<file path="src/rtl/tkdb_pkg.sv">
// ----------------------------------------------------------------------------
// tkdb_pkg
// Shared constants and types for the top-k difficulty board: board depth,
// derived widths, the ranked entry record and the per-cell control group.
// ----------------------------------------------------------------------------
package tkdb_pkg;

    // board geometry
    localparam int BOARD_DEPTH = 16;
    localparam int IDX_W       = (BOARD_DEPTH > 1) ? $clog2(BOARD_DEPTH) : 1;
    localparam int COUNT_W     = $clog2(BOARD_DEPTH + 1);

    // command codes
    localparam logic CMD_ADD  = 1'b0;
    localparam logic CMD_READ = 1'b1;

    // one ranked share
    typedef struct packed {
        logic [63:0]      difficulty;
        logic [63:0]      job;
        logic [63:0]      extranonce;
        logic [31:0]      ntime;
        logic [31:0]      nonce;
        logic [31:0]      version;
        logic [IDX_W-1:0] slot;
    } t_entry;

    // broadcast from the top to every cell
    typedef struct packed {
        logic   shift;
        t_entry incoming;
    } t_cell_ctrl;

endpackage

</file>
<file path="src/rtl/tkdb_cell.sv">
// ----------------------------------------------------------------------------
// tkdb_cell
// One rank of the sorted board. Compares its difficulty with the incoming
// share, then on an accepted add either keeps its entry, takes the new
// share, or takes its upper neighbour's entry.
// ----------------------------------------------------------------------------
module tkdb_cell (
    input  logic                               i_clk,
    input  logic                               i_rst_n,
    input  logic [tkdb_pkg::IDX_W-1:0]         i_reset_slot,
    input  tkdb_pkg::t_cell_ctrl               i_ctrl,
    input  tkdb_pkg::t_entry                   i_prev_entry,
    input  logic                               i_prev_ge,
    output tkdb_pkg::t_entry                   o_entry,
    output logic                               o_ge,
    output logic                               o_ins
);

    tkdb_pkg::t_entry r_entry;
    tkdb_pkg::t_entry n_entry;

    // this rank stays ahead of the new share
    assign o_ge  = (r_entry.difficulty >= i_ctrl.incoming.difficulty);
    // first rank that the new share beats
    assign o_ins = !o_ge && i_prev_ge;

    // keep, insert or shift down
    always_comb begin
        n_entry = r_entry;
        if (i_ctrl.shift && !o_ge) begin
            if (i_prev_ge) begin
                n_entry = i_ctrl.incoming;
            end else begin
                n_entry = i_prev_entry;
            end
        end
    end

    // entry register
    always_ff @(posedge i_clk) begin
        if (!i_rst_n) begin
            r_entry      <= '0;
            r_entry.slot <= i_reset_slot;
        end else begin
            r_entry <= n_entry;
        end
    end

    assign o_entry = r_entry;

endmodule

</file>
<file path="config.mk">
export PLATFORM = sky130hd
export DESIGN_NAME = tkdb_cell
export DESIGN_NICKNAME = d
export VERILOG_FILES = /design/src/rtl/tkdb_pkg.sv /design/src/rtl/tkdb_cell.sv
export SDC_FILE = /design/constraint.sdc
export NUM_CORES = 1
export LEC_CHECK = 0
export CORE_AREA = 5 5 345 347
export CTS_BUF_LIST = sky130_fd_sc_hd__clkbuf_4 sky130_fd_sc_hd__clkbuf_8
export CTS_CLUSTER_DIAMETER = 30
export DETAILED_ROUTE_END_ITERATION = 6
export DIE_AREA = 0 0 350 352
export DONT_BUFFER_PORTS = 1
export GPL_TIMING_DRIVEN = 0
export PLACE_DENSITY = 0.37
export SYNTH_ARGS = -nofsm -noshare
export SYNTH_HDL_FRONTEND = slang
export SYNTH_SLANG_ARGS = --single-unit
</file>
<file path="constraint.sdc">
create_clock -name i_clk -period 5.1 [get_ports i_clk]
set_clock_uncertainty 0.05 [all_clocks]
set_input_delay 0.765 -clock i_clk [delete_from_list [all_inputs] [get_ports i_clk]]
set_output_delay 0.765 -clock i_clk [all_outputs]
set_load 0.05 [all_outputs]
</file>
==> results of run 1 <==
-- critical path: cells and delay by family --
family        cells  cell delay, ns
buf+inv           3            2.31
simple gates      1            0.66
-- cells in the mapped netlist, drive strengths merged --
master  count
inv        66
a21o        3
nand3       5
nor2       10
and4        1
mux2i     292
a221oi      2
nor3        2
o21ai      11
o211a       1
or3         1
nand4      10
buf        39
edfxtp      4
o31ai       1
dfxtp     288
nor4        1
nand2b      1
a21oi      31
a21boi      1
o21bai      1
or2         1
and3        1
nand2     599
a211oi      3
a2111o      1
mux2      288
o22ai       2
ha         64
clkbuf     91
-- final cells by class --
type,instances,area share [%]
flip-flops and latches,292,28.38
well taps,1524,9.196
diodes,14,0.1689
multi-input cells,1333,46.92
inverters,66,1.195
clock buffers,156,9.751
clock inverters,31,1.110
plain buffers,130,3.276
-- path summary, 6_finish.rpt --
| check | cells past startpoint | endpoint | startpoint | slack (ns) |
|---|---|---|---|---|
| setup reg to reg | 11 | o_entry[3] | o_entry[254] | 1.21 |
| hold reg to reg | 2 | o_entry[13] | o_entry[13] | 0.67 |
| hold / removal | 2 | o_entry[1] | i_reset_slot[1] | 0.27 |
| setup / recovery | 4 | o_ins | i_prev_ge | 0.51 |
-- metal layers --
| metal | part of all wire (%) | vias up | global-route usage (%) | routed length [microns] |
|---|---|---|---|---|
| met4 | 2.5 | 4 | 3.864 | 2133 |
| met3 | 8.6 | 134 | 4.726 | 7203 |
| met5 | 0.024 | - | 0 | 20 |
| met1 | 40 | 6346 | 15.19 | 34000 |
| met2 | 48 | 633 | 22.28 | 40840 |
| li1 | - | 6395 | - | - |
-- through the flow --
stage / worst slack (ns) / power, mW / hold slack [ns] / cells / area (sq um)
4_1_cts: 0.2508 / 8.891 / 0.1089 / 3532 / 20700
2_1_floorplan: 1.748 / 4.216 / 0.6267 / 1821 / 16540
3_3_place_gp: 0.2206 / 4.697 / 0.6533 / 3345 / 18450
6_report: 0.5119 / 8.667 / 0.2718 / 3546 / 20740
5_1_grt: 0.3077 / 9.117 / 0.1319 / 3538 / 20720
3_5_place_dp: 0.2412 / 4.697 / 0.6558 / 3345 / 18450
-- report_power, final --
| part | leakage [nW] | total, mW | switching (mW) | internal (mW) |
|---|---|---|---|---|
| Clock | 1.21 | 4.05 | 1.45 | 2.61 |
| Sequential | 2.41 | 3.48 | 0.974 | 2.51 |
| Combinational | 5.33 | 1.13 | 0.640 | 0.493 |
-- logic make-up (layout without fill, tap and decap cells) --
family	Yosys count	count (layout)	synth area share [%]
other cells	0	14	0
simple gates	632	632	14.65
flops	292	292	35.58
compound gates	57	57	2.050
buf+inv	196	383	5.598
mux	580	580	37.28
fa+ha+maj	64	64	4.841
==> results.cfg, run 1 <==
[logic_synthesis]
synth_cell_types = 33
synth_area_sq_um = 16540
synth.area.top_cells = dfxtp_1, mux2_2, mux2i_1
ys_warn_count = 0
avgSynthCellArea_sq_um = 9.083
synth-seq-area-share_pct = 35.58
synth_cells = 1821
synth_top_cell_by_area = dfxtp_1
synth_nets = 2477
synth_top_area_share_pct = 34.86
synth-seq-cells = 292

[sta]
finalCritPeriodShare_pct = 89.96
slew_headroom_pct = 5.231
tns_ns = 0
rsz0062_at_grt = false
tightest_slew_ns = 1.422
finalSetupViolations = 0
max_freq_mhz = 218.0
finalCriticalPeriod_ns = 4.588
hold_violations = 0
slew_viol_final = 0

[setup_path]
crit_path_max_fanout = 10
crit_chain = clkbuf_1, clkbuf_1, buf_1, and3_1
arrival_ns = 3.77
slowest_stage = buf_1
slowest_delay_ns = 0.93
crit_required_ns = 4.28
setup.worst_path.start_class = input pin
path_class = input pin to output pin
crit_top_cell = clkbuf_1
end_kind = output pin

[clock_network]
cts.sinks = 292
ctsResizeCount = 0
path_clk_slew_ns = 0.04
clock_tree.root_cell = clkbuf_8
cts_buffers = 102
htree_levels = 3
cts_tree = built
clk_latency_ns = 0.70
cts_setup_buffers = 0
holdBufCountCts = 0
clk_path_buf_depth = 3

[place]
port_buffers = 0
place.gp.congestion = 0.8260
place_hpwl_microns = 69660

[global_route]
grt.overflow.total = 0
antenna_found_initial = 24
grt_max_degree = 15
grt_first_pass_wirelength_microns = 114500
track_usage_pct = 13.01
grt_pass1_vias = 14810

[floorplan]
start_util_pct = 14.31
die-area_sq_um = 123200
die_x_microns = 350
core_sq_um = 115600
die_h_microns = 352
io_pins = 886
rows = 125

[final_layout]
regArea_sq_um = 5886
multi_input_area_sq_um = 9729
largest_register_ffs = 292
nNetsFinal = 2581
fin_util_pct = 17.94
drive_gt1_share_pct = 25.45
layout_common_cells = nand2_1, mux2i_1, mux2_2, dfxtp_1, clkbuf_8
fillCellCount = 13080
syn_to_final_growth_pct = 25.36
final_common_cell = nand2_1

[status]
status = completed

[flow_run]
cap_violations = 0

[drt]
routedWlPerCell_microns = 23.74
viasPerCell = 3.810
first_pass_iters = 5
wirelength_microns = 84200
antenna_left = 0
drc = 0
vias = 13510
drt_iter0_drc = 572

[power]
powerDensity_nw_per_um2 = 418.0
leakage_nw = 8.951
irDropWorstVdd_v = 0.0001500

[worst_hold_path]
hold_class = input pin to register
No activity file was read; power rests on OpenSTA's default activity.
==> inputs of run 2 (changes only) <==
--- a/config.mk
+++ b/config.mk
@@ -5,11 +5,11 @@
 export SDC_FILE = /design/constraint.sdc
 export NUM_CORES = 1
 export LEC_CHECK = 0
-export CORE_AREA = 5 5 345 347
+export CORE_AREA = 2 2 342 344
 export CTS_BUF_LIST = sky130_fd_sc_hd__clkbuf_4 sky130_fd_sc_hd__clkbuf_8
 export CTS_CLUSTER_DIAMETER = 30
 export DETAILED_ROUTE_END_ITERATION = 6
-export DIE_AREA = 0 0 350 352
+export DIE_AREA = 0 0 344 346
 export DONT_BUFFER_PORTS = 1
 export GPL_TIMING_DRIVEN = 0
 export PLACE_DENSITY = 0.37
==> constraint.sdc (replaced) <==
create_clock -name i_clk -period 4.8 [get_ports i_clk]
set_clock_uncertainty 0.05 [all_clocks]
set_input_delay 0.72 -clock i_clk [delete_from_list [all_inputs] [get_ports i_clk]]
set_output_delay 0.72 -clock i_clk [all_outputs]
set_load 0.05 [all_outputs]
==> run 2 against run 1 <==
Critical path depth is the same. Utilization shrank 0.093 points. Register-to-register slack lost 0.31 ns. Global-route usage shrank 0.45 points. Clock-buffer cell count shrank 9. Critical path type unchanged. Flip-flop and latch count is the same. Sequential power grew 6.3%. Clock power grew 1%. Via count shrank 0.67%. Final cell count shrank 0.14%. First-iteration DRC count shrank 6.1%. Largest cell class unchanged. Die area shrank 3.4%.
==> results.cfg, run 2 (synthesized netlist as in run 1, its figures left out) <==
[clock_network]
path_clk_slew_ns = 0.05
htree_levels = 3
cts_buffers = 96
cts_setup_buffers = 0
cts.sinks = 292
clk_latency_ns = 0.71
ctsResizeCount = 0
clock_tree.root_cell = clkbuf_8
holdBufCountCts = 0
cts_tree = built
clk_path_buf_depth = 3

[final_layout]
final_cell_area_sq_um = 20600
final_common_cell = nand2_1
largest_register_ffs = 292
drive_gt1_share_pct = 24.85
layout_common_cells = nand2_1, mux2i_1, mux2_2, dfxtp_1, clkbuf_8
nNetsFinal = 2575
layout.cells.non_filler = 3541
syn_to_final_growth_pct = 24.55
fillCellCount = 13090

[sta]
finalSetupViolations = 0
slew_headroom_pct = 14.91
slew_viol_final = 0
hold_violations = 0
tightest_slew_ns = 1.276
tns_ns = 0
rsz0062_at_grt = false
finalCriticalPeriod_ns = 4.446
max_freq_mhz = 224.9
finalCritPeriodShare_pct = 92.62

[global_route]
grt_max_degree = 15
grt_pass1_vias = 13820
met2_usage_pct = 21.32
gr-max-usage-layer = met2
antenna_found_initial = 41
use_met1_pct = 13.94
grt.overflow.total = 0
grt_first_pass_wirelength_microns = 105100
grt_util_met3_pct = 4.820
track_usage_pct = 12.56

[setup_path]
crit_path_max_fanout = 10
arrival_ns = 3.68
crit_required_ns = 4.03
setup.worst_path.start_class = input pin
end_kind = output pin
path_class = input pin to output pin

[place]
place.gp.congestion = 0.8901
place_hpwl_microns = 65220
dp_cells = 3345
port_buffers = 0
postPlaceCellArea_sq_um = 18450

[status]
status = completed

[worst_hold_path]
hold_class = input pin to register

[drt]
first_pass_iters = 4
drc = 0
wirelength_microns = 79130
viasPerCell = 3.790
vias = 13420
drt_iter0_drc = 537
antenna_left = 0
routedWlPerCell_microns = 22.35

[power]
leakage_nw = 8.865
irDropWorstVdd_v = 0.0001835
powerDensity_nw_per_um2 = 435.8

[floorplan]
die_h_microns = 346
die_x_microns = 344
io_pins = 886
start_util_pct = 14.33
rows = 125
core_sq_um = 115400
die-area_sq_um = 119000

[flow_run]
cap_violations = 0
## run 2: per-stage QoR
stage | hold WS, ns | power, mW | utilization [%] | setup slack (ns)
CTS | 0.1009 | 9.181 | 17.79 | 0.02259
floorplan | 0.6267 | 4.480 | - | 1.538
finish | 0.2201 | 8.978 | 17.85 | 0.3540
detailed placement | 0.6537 | 4.951 | 15.98 | 0.01325
global placement | 0.6486 | 4.951 | 15.98 | 0.09033
global route | 0.1183 | 9.416 | 17.83 | 0.08709
## run 2: per-layer routing
metal / vias up / share of wire (%)
li1: 6371 / -
met1: 6215 / 38
met2: 632 / 48
met3: 179 / 9.6
met4: 24 / 4.2
met5: - / 0.21
## run 2: critical path: stages
cell and delay, ns:
clkbuf_1 0.55, clkbuf_1 0.80, buf_1 0.91, and3_1 0.66
## run 2: worst paths after layout
check | slack, ns | to | from | cells past startpoint
worst max-delay path | 0.35 | o_ins | i_prev_ge | 4
worst min-delay path | 0.22 | o_entry[3] | i_reset_slot[3] | 2
worst max register to register | 0.90 | o_entry[0] | o_entry[255] | 11
worst min register to register | 0.65 | o_entry[17] | o_entry[17] | 2
## run 2: power breakdown
part / internal, mW / switching (mW) / total (mW)
clock: 2.61 / 1.50 / 4.11
combinational: 0.522 / 0.655 / 1.18
sequential: 2.67 / 1.03 / 3.70
total: 5.79 / 3.18 / 8.98
## run 2: cell type report
| cell class | count | area (sq um) | share of cell area [%] |
|---|---|---|---|
| Antenna cell | 25 | 62.56 | 0.3037 |
| Buffer | 130 | 679.4 | 3.298 |
| Clock buffer | 147 | 1854 | 9.001 |
| Clock inverter | 24 | 235.2 | 1.142 |
| Inverter | 66 | 247.7 | 1.203 |
| Multi-Input combinational cell | 1333 | 9729 | 47.23 |
| Sequential cell | 292 | 5886 | 28.57 |
| Tap cell | 1524 | 1907 | 9.256 |
